[src/hw/rtl/cmms_pkg.sv]
// Package with the shared types, codes and compare helpers of the column statistics block.
package cmms_pkg;

    localparam int COUNT_BITS = 48;
    localparam int OUT_BITS   = 48;

    localparam logic [2:0] TY_BOOL = 3'd0;
    localparam logic [2:0] TY_I32  = 3'd1;
    localparam logic [2:0] TY_I64  = 3'd2;
    localparam logic [2:0] TY_I96  = 3'd3;
    localparam logic [2:0] TY_F32  = 3'd4;
    localparam logic [2:0] TY_F64  = 3'd5;

    localparam logic [1:0] CMD_VALUE = 2'd0;
    localparam logic [1:0] CMD_NULL  = 2'd1;
    localparam logic [1:0] CMD_CLEAR = 2'd2;

    localparam logic [1:0] REG_VALUE_TYPE     = 2'd0;
    localparam logic [1:0] REG_UNSIGNED_ORDER = 2'd1;

    localparam logic [63:0] F32_MAX_BITS  = 64'h0000_0000_7F7F_FFFF;
    localparam logic [63:0] F32_LOW_BITS  = 64'h0000_0000_FF7F_FFFF;
    localparam logic [63:0] F32_NEG_ZERO  = 64'h0000_0000_8000_0000;
    localparam logic [63:0] F64_MAX_BITS  = 64'h7FEF_FFFF_FFFF_FFFF;
    localparam logic [63:0] F64_LOW_BITS  = 64'hFFEF_FFFF_FFFF_FFFF;
    localparam logic [63:0] F64_NEG_ZERO  = 64'h8000_0000_0000_0000;

    typedef struct packed {
        logic [63:0] lo;
        logic [31:0] hi;
    } t_val;

    typedef struct packed {
        t_val mn;
        t_val mx;
    } t_pair;

    function automatic logic [2:0] eff_type(input logic [2:0] vt);
        return (vt <= TY_F64) ? vt : TY_I64;
    endfunction

    function automatic t_val normalize(input logic [2:0] t, input t_val v);
        t_val r;
        r.hi = '0;
        r.lo = v.lo;
        case (t)
            TY_BOOL:        r.lo = {63'd0, v.lo[0]};
            TY_I32, TY_F32: r.lo = {32'd0, v.lo[31:0]};
            TY_I96:         r.hi = v.hi;
            default:        r.lo = v.lo;
        endcase
        return r;
    endfunction

    function automatic logic f32_nan(input logic [31:0] a);
        return (a[30:23] == 8'hFF) && (a[22:0] != '0);
    endfunction

    function automatic logic f64_nan(input logic [63:0] a);
        return (a[62:52] == 11'h7FF) && (a[51:0] != '0);
    endfunction

    function automatic logic f32_less(input logic [31:0] a, input logic [31:0] b);
        logic r;
        r = 1'b0;
        if (f32_nan(a) || f32_nan(b) || (a[30:0] == '0 && b[30:0] == '0)) begin
            r = 1'b0;
        end else if (a[31] != b[31]) begin
            r = a[31];
        end else if (a[31]) begin
            r = a[30:0] > b[30:0];
        end else begin
            r = a[30:0] < b[30:0];
        end
        return r;
    endfunction

    function automatic logic f64_less(input logic [63:0] a, input logic [63:0] b);
        logic r;
        r = 1'b0;
        if (f64_nan(a) || f64_nan(b) || (a[62:0] == '0 && b[62:0] == '0)) begin
            r = 1'b0;
        end else if (a[63] != b[63]) begin
            r = a[63];
        end else if (a[63]) begin
            r = a[62:0] > b[62:0];
        end else begin
            r = a[62:0] < b[62:0];
        end
        return r;
    endfunction

    // Signed integer order is unsigned order with the sign bit flipped.
    function automatic logic is_less(input logic [2:0] t, input logic uns,
                                     input t_val a, input t_val b);
        logic [31:0] ka;
        logic [31:0] kb;
        logic [63:0] wa;
        logic [63:0] wb;
        logic        r;
        ka = a.hi ^ {~uns, 31'd0};
        kb = b.hi ^ {~uns, 31'd0};
        wa = a.lo ^ {~uns, 63'd0};
        wb = b.lo ^ {~uns, 63'd0};
        case (t)
            TY_BOOL: r = a.lo[0] < b.lo[0];
            TY_I32:  r = (a.lo[31:0] ^ {~uns, 31'd0}) < (b.lo[31:0] ^ {~uns, 31'd0});
            TY_I96:  r = (ka != kb) ? (ka < kb) : (a.lo < b.lo);
            TY_F32:  r = f32_less(a.lo[31:0], b.lo[31:0]);
            TY_F64:  r = f64_less(a.lo, b.lo);
            default: r = wa < wb;
        endcase
        return r;
    endfunction

    function automatic t_pair defaults(input logic [2:0] t, input logic uns);
        t_pair p;
        p.mn.hi = '0;
        p.mx.hi = '0;
        case (t)
            TY_BOOL: begin
                p.mn.lo = 64'd1;
                p.mx.lo = 64'd0;
            end
            TY_I32: begin
                p.mn.lo = uns ? 64'hFFFF_FFFF : 64'h7FFF_FFFF;
                p.mx.lo = uns ? 64'd0 : 64'h8000_0000;
            end
            TY_I96: begin
                p.mn.lo = '1;
                p.mn.hi = uns ? 32'hFFFF_FFFF : 32'h7FFF_FFFF;
                p.mx.lo = '0;
                p.mx.hi = uns ? 32'd0 : 32'h8000_0000;
            end
            TY_F32: begin
                p.mn.lo = F32_MAX_BITS;
                p.mx.lo = F32_LOW_BITS;
            end
            TY_F64: begin
                p.mn.lo = F64_MAX_BITS;
                p.mx.lo = F64_LOW_BITS;
            end
            default: begin
                p.mn.lo = uns ? '1 : 64'h7FFF_FFFF_FFFF_FFFF;
                p.mx.lo = uns ? 64'd0 : F64_NEG_ZERO;
            end
        endcase
        return p;
    endfunction

endpackage

[src/hw/rtl/cmms_if.sv]
// Channel interfaces for slot requests, statistics results and configuration writes.
interface cmms_item_if;
    logic        valid;
    logic        ready;
    logic [1:0]  cmd;
    logic [63:0] value_low;
    logic [31:0] value_high;
    logic        last_in_batch;
    modport source (output valid, cmd, value_low, value_high, last_in_batch, input ready);
    modport sink   (input valid, cmd, value_low, value_high, last_in_batch, output ready);
endinterface

interface cmms_stat_if;
    logic        valid;
    logic        ready;
    logic        extremes_valid;
    logic [63:0] min_low;
    logic [31:0] min_high;
    logic [63:0] max_low;
    logic [31:0] max_high;
    logic [47:0] null_total;
    logic [47:0] value_total;
    modport source (output valid, extremes_valid, min_low, min_high, max_low, max_high,
                    null_total, value_total, input ready);
    modport sink   (input valid, extremes_valid, min_low, min_high, max_low, max_high,
                    null_total, value_total, output ready);
endinterface

interface cmms_cfg_if;
    logic       valid;
    logic       ready;
    logic [1:0] index;
    logic [2:0] data;
    modport source (output valid, index, data, input ready);
    modport sink   (input valid, index, data, output ready);
endinterface

[src/hw/rtl/column_min_max_statistics.sv]
// Top level of the column statistics block: counters, batch extremes and recorded totals.
//
//  channel  | direction | carries
//  i_item   | in        | slot request: cmd, value, last_in_batch
//  o_stat   | out       | totals after each request
//  i_cfg    | in        | register writes: value_type, unsigned_order
//
// One request is taken per cycle unless the output stalls; its result appears in the
// output register on the next cycle. The fold and the batch merge are one
// compare-and-select each, both combinational. A stalled output only holds the input
// while the output register is full and not taken. Synchronous reset restores all state but the batch extremes.
module column_min_max_statistics (
    input  logic i_clk,
    input  logic i_rst_n,
    cmms_item_if.sink   i_item,
    cmms_stat_if.source o_stat,
    cmms_cfg_if.sink    i_cfg
);
    import cmms_pkg::*;

    logic [2:0]            r_value_type;
    logic                  r_unsigned_order;
    t_val                  r_bmin, r_bmax, n_bmin, n_bmax;
    logic                  r_bhv, n_bhv;
    logic                  r_have, n_have;
    t_val                  r_tmin, r_tmax, n_tmin, n_tmax;
    logic [COUNT_BITS-1:0] r_nulls, r_vals, n_nulls, n_vals;
    logic                  r_out_valid;

    logic [2:0] t;
    t_val       v, in_raw, cur_min, cur_max, mn, mx;
    t_pair      dflt;
    logic       is_value, is_nan, fold, accept, keep;

    assign i_cfg.ready  = 1'b1;
    assign i_item.ready = !r_out_valid || o_stat.ready;
    assign accept       = i_item.valid && i_item.ready;

    always_comb begin
        t        = eff_type(r_value_type);
        dflt     = defaults(t, r_unsigned_order);
        in_raw   = '{lo: i_item.value_low, hi: i_item.value_high};
        v        = normalize(t, in_raw);
        is_value = i_item.cmd == CMD_VALUE;
        is_nan   = (t == TY_F32 && f32_nan(v.lo[31:0])) || (t == TY_F64 && f64_nan(v.lo));
        fold     = is_value && !is_nan;
        // A batch without values holds the defaults of the current setup.
        cur_min  = r_bhv ? r_bmin : dflt.mn;
        cur_max  = r_bhv ? r_bmax : dflt.mx;
        n_bmin   = (fold && !is_less(t, r_unsigned_order, cur_min, v)) ? v : cur_min;
        n_bmax   = (fold && is_less(t, r_unsigned_order, cur_max, v)) ? v : cur_max;
        n_bhv    = r_bhv || is_value;
        n_vals   = r_vals;
        n_nulls  = r_nulls;
        if (is_value && r_vals != '1) n_vals = r_vals + 1'b1;
        if (i_item.cmd == CMD_NULL && r_nulls != '1) n_nulls = r_nulls + 1'b1;

        // Batch close with the floating-point cleanup.
        mn   = n_bmin;
        mx   = n_bmax;
        keep = 1'b1;
        if (t == TY_F32) begin
            if (mn.lo == F32_MAX_BITS && mx.lo == F32_LOW_BITS) keep = 1'b0;
            if (mn.lo == '0) mn.lo = F32_NEG_ZERO;
            if (mx.lo == F32_NEG_ZERO) mx.lo = '0;
        end else if (t == TY_F64) begin
            if (mn.lo == F64_MAX_BITS && mx.lo == F64_LOW_BITS) keep = 1'b0;
            if (mn.lo == '0) mn.lo = F64_NEG_ZERO;
            if (mx.lo == F64_NEG_ZERO) mx.lo = '0;
        end
        n_have = r_have;
        n_tmin = r_tmin;
        n_tmax = r_tmax;
        if (i_item.last_in_batch && n_bhv && keep) begin
            n_have = 1'b1;
            if (!r_have || !is_less(t, r_unsigned_order, r_tmin, mn)) n_tmin = mn;
            if (!r_have || !is_less(t, r_unsigned_order, mx, r_tmax)) n_tmax = mx;
        end
        if (i_item.last_in_batch) n_bhv = 1'b0;
    end

    always_ff @(posedge i_clk) begin
        if (!i_rst_n) begin
            r_value_type     <= TY_I32;
            r_unsigned_order <= 1'b0;
        end else if (i_cfg.valid) begin
            case (i_cfg.index)
                REG_VALUE_TYPE:     r_value_type     <= i_cfg.data;
                REG_UNSIGNED_ORDER: r_unsigned_order <= i_cfg.data[0];
                default: ;
            endcase
        end
    end

    always_ff @(posedge i_clk) begin
        if (!i_rst_n) begin
            r_bhv       <= 1'b0;
            r_have      <= 1'b0;
            r_tmin      <= '0;
            r_tmax      <= '0;
            r_nulls     <= '0;
            r_vals      <= '0;
            r_out_valid <= 1'b0;
        end else begin
            if (accept) begin
                r_out_valid <= 1'b1;
            end else if (o_stat.ready) begin
                r_out_valid <= 1'b0;
            end
            if (accept && i_item.cmd == CMD_CLEAR) begin
                r_bhv   <= 1'b0;
                r_have  <= 1'b0;
                r_tmin  <= '0;
                r_tmax  <= '0;
                r_nulls <= '0;
                r_vals  <= '0;
            end else if (accept) begin
                r_bhv   <= n_bhv;
                r_have  <= n_have;
                r_tmin  <= n_tmin;
                r_tmax  <= n_tmax;
                r_nulls <= n_nulls;
                r_vals  <= n_vals;
            end
        end
    end

    always_ff @(posedge i_clk) begin
        if (accept) begin
            r_bmin <= n_bmin;
            r_bmax <= n_bmax;
        end
    end

    assign o_stat.valid          = r_out_valid;
    assign o_stat.extremes_valid = r_have;
    assign o_stat.min_low        = r_tmin.lo;
    assign o_stat.min_high       = r_tmin.hi;
    assign o_stat.max_low        = r_tmax.lo;
    assign o_stat.max_high       = r_tmax.hi;
    assign o_stat.null_total     = OUT_BITS'(r_nulls);
    assign o_stat.value_total    = OUT_BITS'(r_vals);

endmodule

[src/flat_wrapper.sv]
// flat-port wrapper written by rule: the top's interface ports become plain ports
module column_min_max_statistics_flat import cmms_pkg::*;
  (i_clk, i_rst_n, i_item_valid, i_item_cmd, i_item_value_low, i_item_value_high, i_item_last_in_batch, i_item_ready, o_stat_valid, o_stat_extremes_valid, o_stat_min_low, o_stat_min_high, o_stat_max_low, o_stat_max_high, o_stat_null_total, o_stat_value_total, o_stat_ready, i_cfg_valid, i_cfg_index, i_cfg_data, i_cfg_ready);
  cmms_item_if i_item_i ();
  cmms_stat_if o_stat_i ();
  cmms_cfg_if i_cfg_i ();
  input  logic i_clk;
  input  logic i_rst_n;
  input wire logic [$bits(i_item_i.valid)-1:0] i_item_valid;
  input wire logic [$bits(i_item_i.cmd)-1:0] i_item_cmd;
  input wire logic [$bits(i_item_i.value_low)-1:0] i_item_value_low;
  input wire logic [$bits(i_item_i.value_high)-1:0] i_item_value_high;
  input wire logic [$bits(i_item_i.last_in_batch)-1:0] i_item_last_in_batch;
  output wire logic [$bits(i_item_i.ready)-1:0] i_item_ready;
  output wire logic [$bits(o_stat_i.valid)-1:0] o_stat_valid;
  output wire logic [$bits(o_stat_i.extremes_valid)-1:0] o_stat_extremes_valid;
  output wire logic [$bits(o_stat_i.min_low)-1:0] o_stat_min_low;
  output wire logic [$bits(o_stat_i.min_high)-1:0] o_stat_min_high;
  output wire logic [$bits(o_stat_i.max_low)-1:0] o_stat_max_low;
  output wire logic [$bits(o_stat_i.max_high)-1:0] o_stat_max_high;
  output wire logic [$bits(o_stat_i.null_total)-1:0] o_stat_null_total;
  output wire logic [$bits(o_stat_i.value_total)-1:0] o_stat_value_total;
  input wire logic [$bits(o_stat_i.ready)-1:0] o_stat_ready;
  input wire logic [$bits(i_cfg_i.valid)-1:0] i_cfg_valid;
  input wire logic [$bits(i_cfg_i.index)-1:0] i_cfg_index;
  input wire logic [$bits(i_cfg_i.data)-1:0] i_cfg_data;
  output wire logic [$bits(i_cfg_i.ready)-1:0] i_cfg_ready;
  assign i_item_i.valid = i_item_valid;
  assign i_item_i.cmd = i_item_cmd;
  assign i_item_i.value_low = i_item_value_low;
  assign i_item_i.value_high = i_item_value_high;
  assign i_item_i.last_in_batch = i_item_last_in_batch;
  assign i_item_ready = i_item_i.ready;
  assign o_stat_valid = o_stat_i.valid;
  assign o_stat_extremes_valid = o_stat_i.extremes_valid;
  assign o_stat_min_low = o_stat_i.min_low;
  assign o_stat_min_high = o_stat_i.min_high;
  assign o_stat_max_low = o_stat_i.max_low;
  assign o_stat_max_high = o_stat_i.max_high;
  assign o_stat_null_total = o_stat_i.null_total;
  assign o_stat_value_total = o_stat_i.value_total;
  assign o_stat_i.ready = o_stat_ready;
  assign i_cfg_i.valid = i_cfg_valid;
  assign i_cfg_i.index = i_cfg_index;
  assign i_cfg_i.data = i_cfg_data;
  assign i_cfg_ready = i_cfg_i.ready;
  column_min_max_statistics u_core (.i_clk(i_clk), .i_rst_n(i_rst_n), .i_item(i_item_i), .o_stat(o_stat_i), .i_cfg(i_cfg_i));
endmodule
[config.mk]
export PLATFORM = sky130hd
export DESIGN_NAME = column_min_max_statistics_flat
export DESIGN_NICKNAME = d
export VERILOG_FILES = /design/src/hw/rtl/cmms_pkg.sv /design/src/hw/rtl/cmms_if.sv /design/src/hw/rtl/column_min_max_statistics.sv /design/src/flat_wrapper.sv
export SDC_FILE = /design/constraint.sdc
export NUM_CORES = 2
export LEC_CHECK = 0
export BUFFER_PORTS_ARGS = -buffer_cell sky130_fd_sc_hd__buf_2
export CORE_AREA = 10 10 255 257
export CTS_BUF_LIST = sky130_fd_sc_hd__clkbuf_4
export DETAILED_ROUTE_END_ITERATION = 12
export DIE_AREA = 0 0 265 267
export PLACE_DENSITY = 0.86
export SYNTH_ARGS = -nofsm -noshare
export SYNTH_HDL_FRONTEND = slang
export SYNTH_SLANG_ARGS = --single-unit
[constraint.sdc]
create_clock -name i_clk -period 30.3 [get_ports i_clk]
set_input_delay 1.515 -clock i_clk [delete_from_list [all_inputs] [get_ports i_clk]]
set_output_delay 1.515 -clock i_clk [all_outputs]
set_load 0.005 [all_outputs]
==> flow_summary.yaml <==
run_status:
  status: "complete, no violations"
logic_synthesis:
  synthSimpleGateAreaFrac: 0.201
  yosysUniqueCellTypes: 97
  synth_top_family_by_area: "compound AO/OA/AOI/OAI gates"
  syn-num-nets: 4717
  synth_fa_ha_area_frac: 0.139
  syn-cell-area_um2: 35500
  async_reset_ff_frac: 0
  synth-xor-area-share: 0.0230
  synthFlopType: "dfxtp_1"
  synth-compound-area-share: 0.237
  yosysWarningCount: 0
  avgSynthCellArea_um2: 8.41
  ys_ff_latch: 487
  postSynthCellCount: 4214
  synth_edf_count: 192
  synth_mux_area_frac: 0.00893
  yosysSeqAreaShare: 0.329
final_layout:
  drive_gt1_frac: 0.180
  nets: 5045
  area_growth_pct: 11.7
clock_network:
  cts_max_level: 4
  cts_setup_buffers: 0
  cts_tree: "done"
  clock-sinks: 487
  cts.clk_slew.worst_paths_ps: 60
  root_buffer: "clkbuf_4"
  clock_path_buffers: 3
  hold_buffers: 0
  numCtsBuffers: 137
  postCtsResizedCells: 0
  clock_latency_ps: 1060
place:
  place_hpwl_um: 91900
  port_buffers: 399
  gp_congestion: 1.03
  pre_cts_ws_ps: 18940
worst_setup_path:
  cp.arrival_ps: 12870
  critPathMaxStageDelay_ps: 890
  crit_required_ps: 31240
  crit_top_cell: "o21ai_0"
  cp_max_fo: 183
  critical-path-slowest-cell: "a21o_1"
  path_class: "reg2reg"
  cp-start-kind: "flop"
  endpoint_kind: "flop"
sta:
  slew_headroom: 0.134
  fin_ws_ps: 18370
  period_minus_slack_ps: 11930
  finClkSkew_ps: 89.8
  rsz0062_at_grt: "no"
  final_hold_viol_count: 0
  finalSetupTns_ps: 0
  setup_viol: 0
  fin_crit_sh: 0.394
  slew_viol_final: 0
  tightest_slew_ps: 1280
  max_clock_freq_ghz: 0.0838
detailed_routing:
  wl_um: 125000
  firstDrtPassIters: 8
  ant_nets: 0
  drtIter0Drc: 4595
  dr_total_vias: 35945
  routedWlPerCell_um: 22.9
  viasPerCell: 6.60
  drc: 0
die:
  die_h_um: 267
  core_um2: 59900
  initial_core_util: 0.592
  dieWidth_um: 265
  rows: 90
  die_area_um2: 70800
  io_pins: 401
power_and_ir_drop:
  power_density_nw_per_um2: 46.8
  ir_worst_vdd_mv: 0.0363
  p_comb_frac: 0.245
  swShare: 0.346
  intPower_mw: 1.21
  seq_power_share: 0.403
  p_total_mw: 1.86
  p_clk_frac: 0.352
  power.switching_mw: 0.643
  power_leakage_nw: 17.6
grt:
  grtUsageTotal: 0.339
  grt_remaining_overflow: 0
  grt_pass1_wl_um: 191000
  grt_max_degree: 184
  grt_pass1_vias: 34064
  antenna_found_initial: 6
worst_hold_path:
  hold_path.class: "reg2reg"
flow_run:
  max_cap_viol_count: 0
[power groups by stage]
stage	registers (mW)	clock network, mW	logic [mW]
final	0.747	0.654	0.454
after global routing	0.749	0.694	0.492
after CTS	0.745	0.658	0.438
after detailed placement	0.760	0	0.435
after global placement	0.759	0	0.424
after floorplan	0.753	0	0.302
[per-stage QoR]
| stage | utilization | cell area (um^2) | hold slack (ps) | cells |
|---|---|---|---|---|
| finish | 0.661 | 39600 | 495 | 5443 |
| global route | 0.661 | 39600 | 523 | 5441 |
| CTS | 0.661 | 39600 | 496 | 5437 |
| detailed placement | 0.630 | 37800 | 488 | 5185 |
| global placement | 0.630 | 37800 | 477 | 5185 |
| floorplan | - | 35500 | 477 | 4214 |
[final timing paths]
check	depth (start not counted)	from	slack, ps	to
hold reg to reg	2	u_core.o_stat.min_high[0]$_SDFFE_PP0P_	500	u_core.o_stat.min_high[0]$_SDFFE_PP0P_
setup / recovery	28	u_core.r_value_type[0]$_SDFFE_PN1P_	18370	u_core.o_stat.max_high[25]$_SDFFE_PP0P_
hold / removal	2	u_core.o_stat.min_high[0]$_SDFFE_PP0P_	500	u_core.o_stat.min_high[0]$_SDFFE_PP0P_
setup reg to reg	28	u_core.r_value_type[0]$_SDFFE_PN1P_	18370	u_core.o_stat.max_high[25]$_SDFFE_PP0P_
[kinds of logic (layout without fill, tap and decap cells)]
group / Yosys count / after routing
compound gates: 1266 / 1266
buf+inv: 539 / 980
other cells: 1 / 7
xor+xnor: 93 / 93
mux: 31 / 31
fa+ha+maj: 394 / 394
flops: 487 / 487
simple gates: 1403 / 1403
[worst max-delay path, delay by kind of cell (launching register included)]
kind	cells	cell delay, ps
fa+ha+maj	2	870
flops	1	750
compound gates	15	5610
mux	1	500
buf+inv	2	1370
simple gates	8	2660
[cell usage in the layout, fill, tap and decap left out, types with 124 or more instances in the layout]
cell / netlist / routed
clkbuf_4: 0 / 210
o21ai_0: 182 / 182
ha_1: 394 / 394
buf_2: 42 / 399
nor2_1: 286 / 283
a21o_1: 130 / 130
nand2_1: 363 / 361
edfxtp_1: 192 / 192
inv_1: 291 / 290
dfxtp_1: 295 / 294
nand4_1: 197 / 197
a21oi_1: 450 / 450
nand3_1: 124 / 124
[Yosys cell counts (45+ instances only)]
cell type | instances | share of area
o21a_1 | 81 | 0.017
ha_1 | 394 | 0.14
xor2_1 | 55 | 0.014
nor3_1 | 79 | 0.011
and3_1 | 45 | 0.0079
o31ai_1 | 101 | 0.021
nor2_1 | 286 | 0.030
a21oi_1 | 450 | 0.064
nor4_1 | 120 | 0.021
o21ai_0 | 182 | 0.026
a21o_1 | 130 | 0.028
edfxtp_1 | 192 | 0.16
nand3_1 | 124 | 0.018
a211oi_2 | 61 | 0.022
nand4_1 | 197 | 0.035
nand2_1 | 363 | 0.038
inv_1 | 291 | 0.031
a31oi_1 | 47 | 0.0083
dfxtp_1 | 295 | 0.17
clkbuf_1 | 153 | 0.016
[layout make-up]
class	instances	area, um^2
multi-input cells	3188	21700
fillers	4939	20300
flip-flops and latches	487	11700
repair buffers	435	2280
clock buffers	210	1580
inverters	293	1100
well taps	782	978
clock inverters	42	256
diodes	6	15.0
[registers in the layout, summed over array words and instances, names as in the netlist]
signal,count
u_core.o_stat.null_total,48
u_core.o_stat.valid,1
u_core.r_bhv,1
u_core.o_stat.max_low,64
u_core.o_stat.min_low,64
u_core.r_value_type,3
u_core.o_stat.max_high,32
u_core.r_bmin,96
u_core.r_bmax,96
u_core.o_stat.extremes_valid,1
u_core.o_stat.value_total,48
u_core.o_stat.min_high,32
u_core.r_unsigned_order,1
[metal layers]
layer	GRT usage	share of wire	wire length (um)
met1	0.413	0.38	47600
met2	0.514	0.43	53800
met3	0.0982	0.11	14100
met5	0	0.00012	15
met4	0.230	0.073	9140
Note: power is estimated with default switching activity, not from simulation.
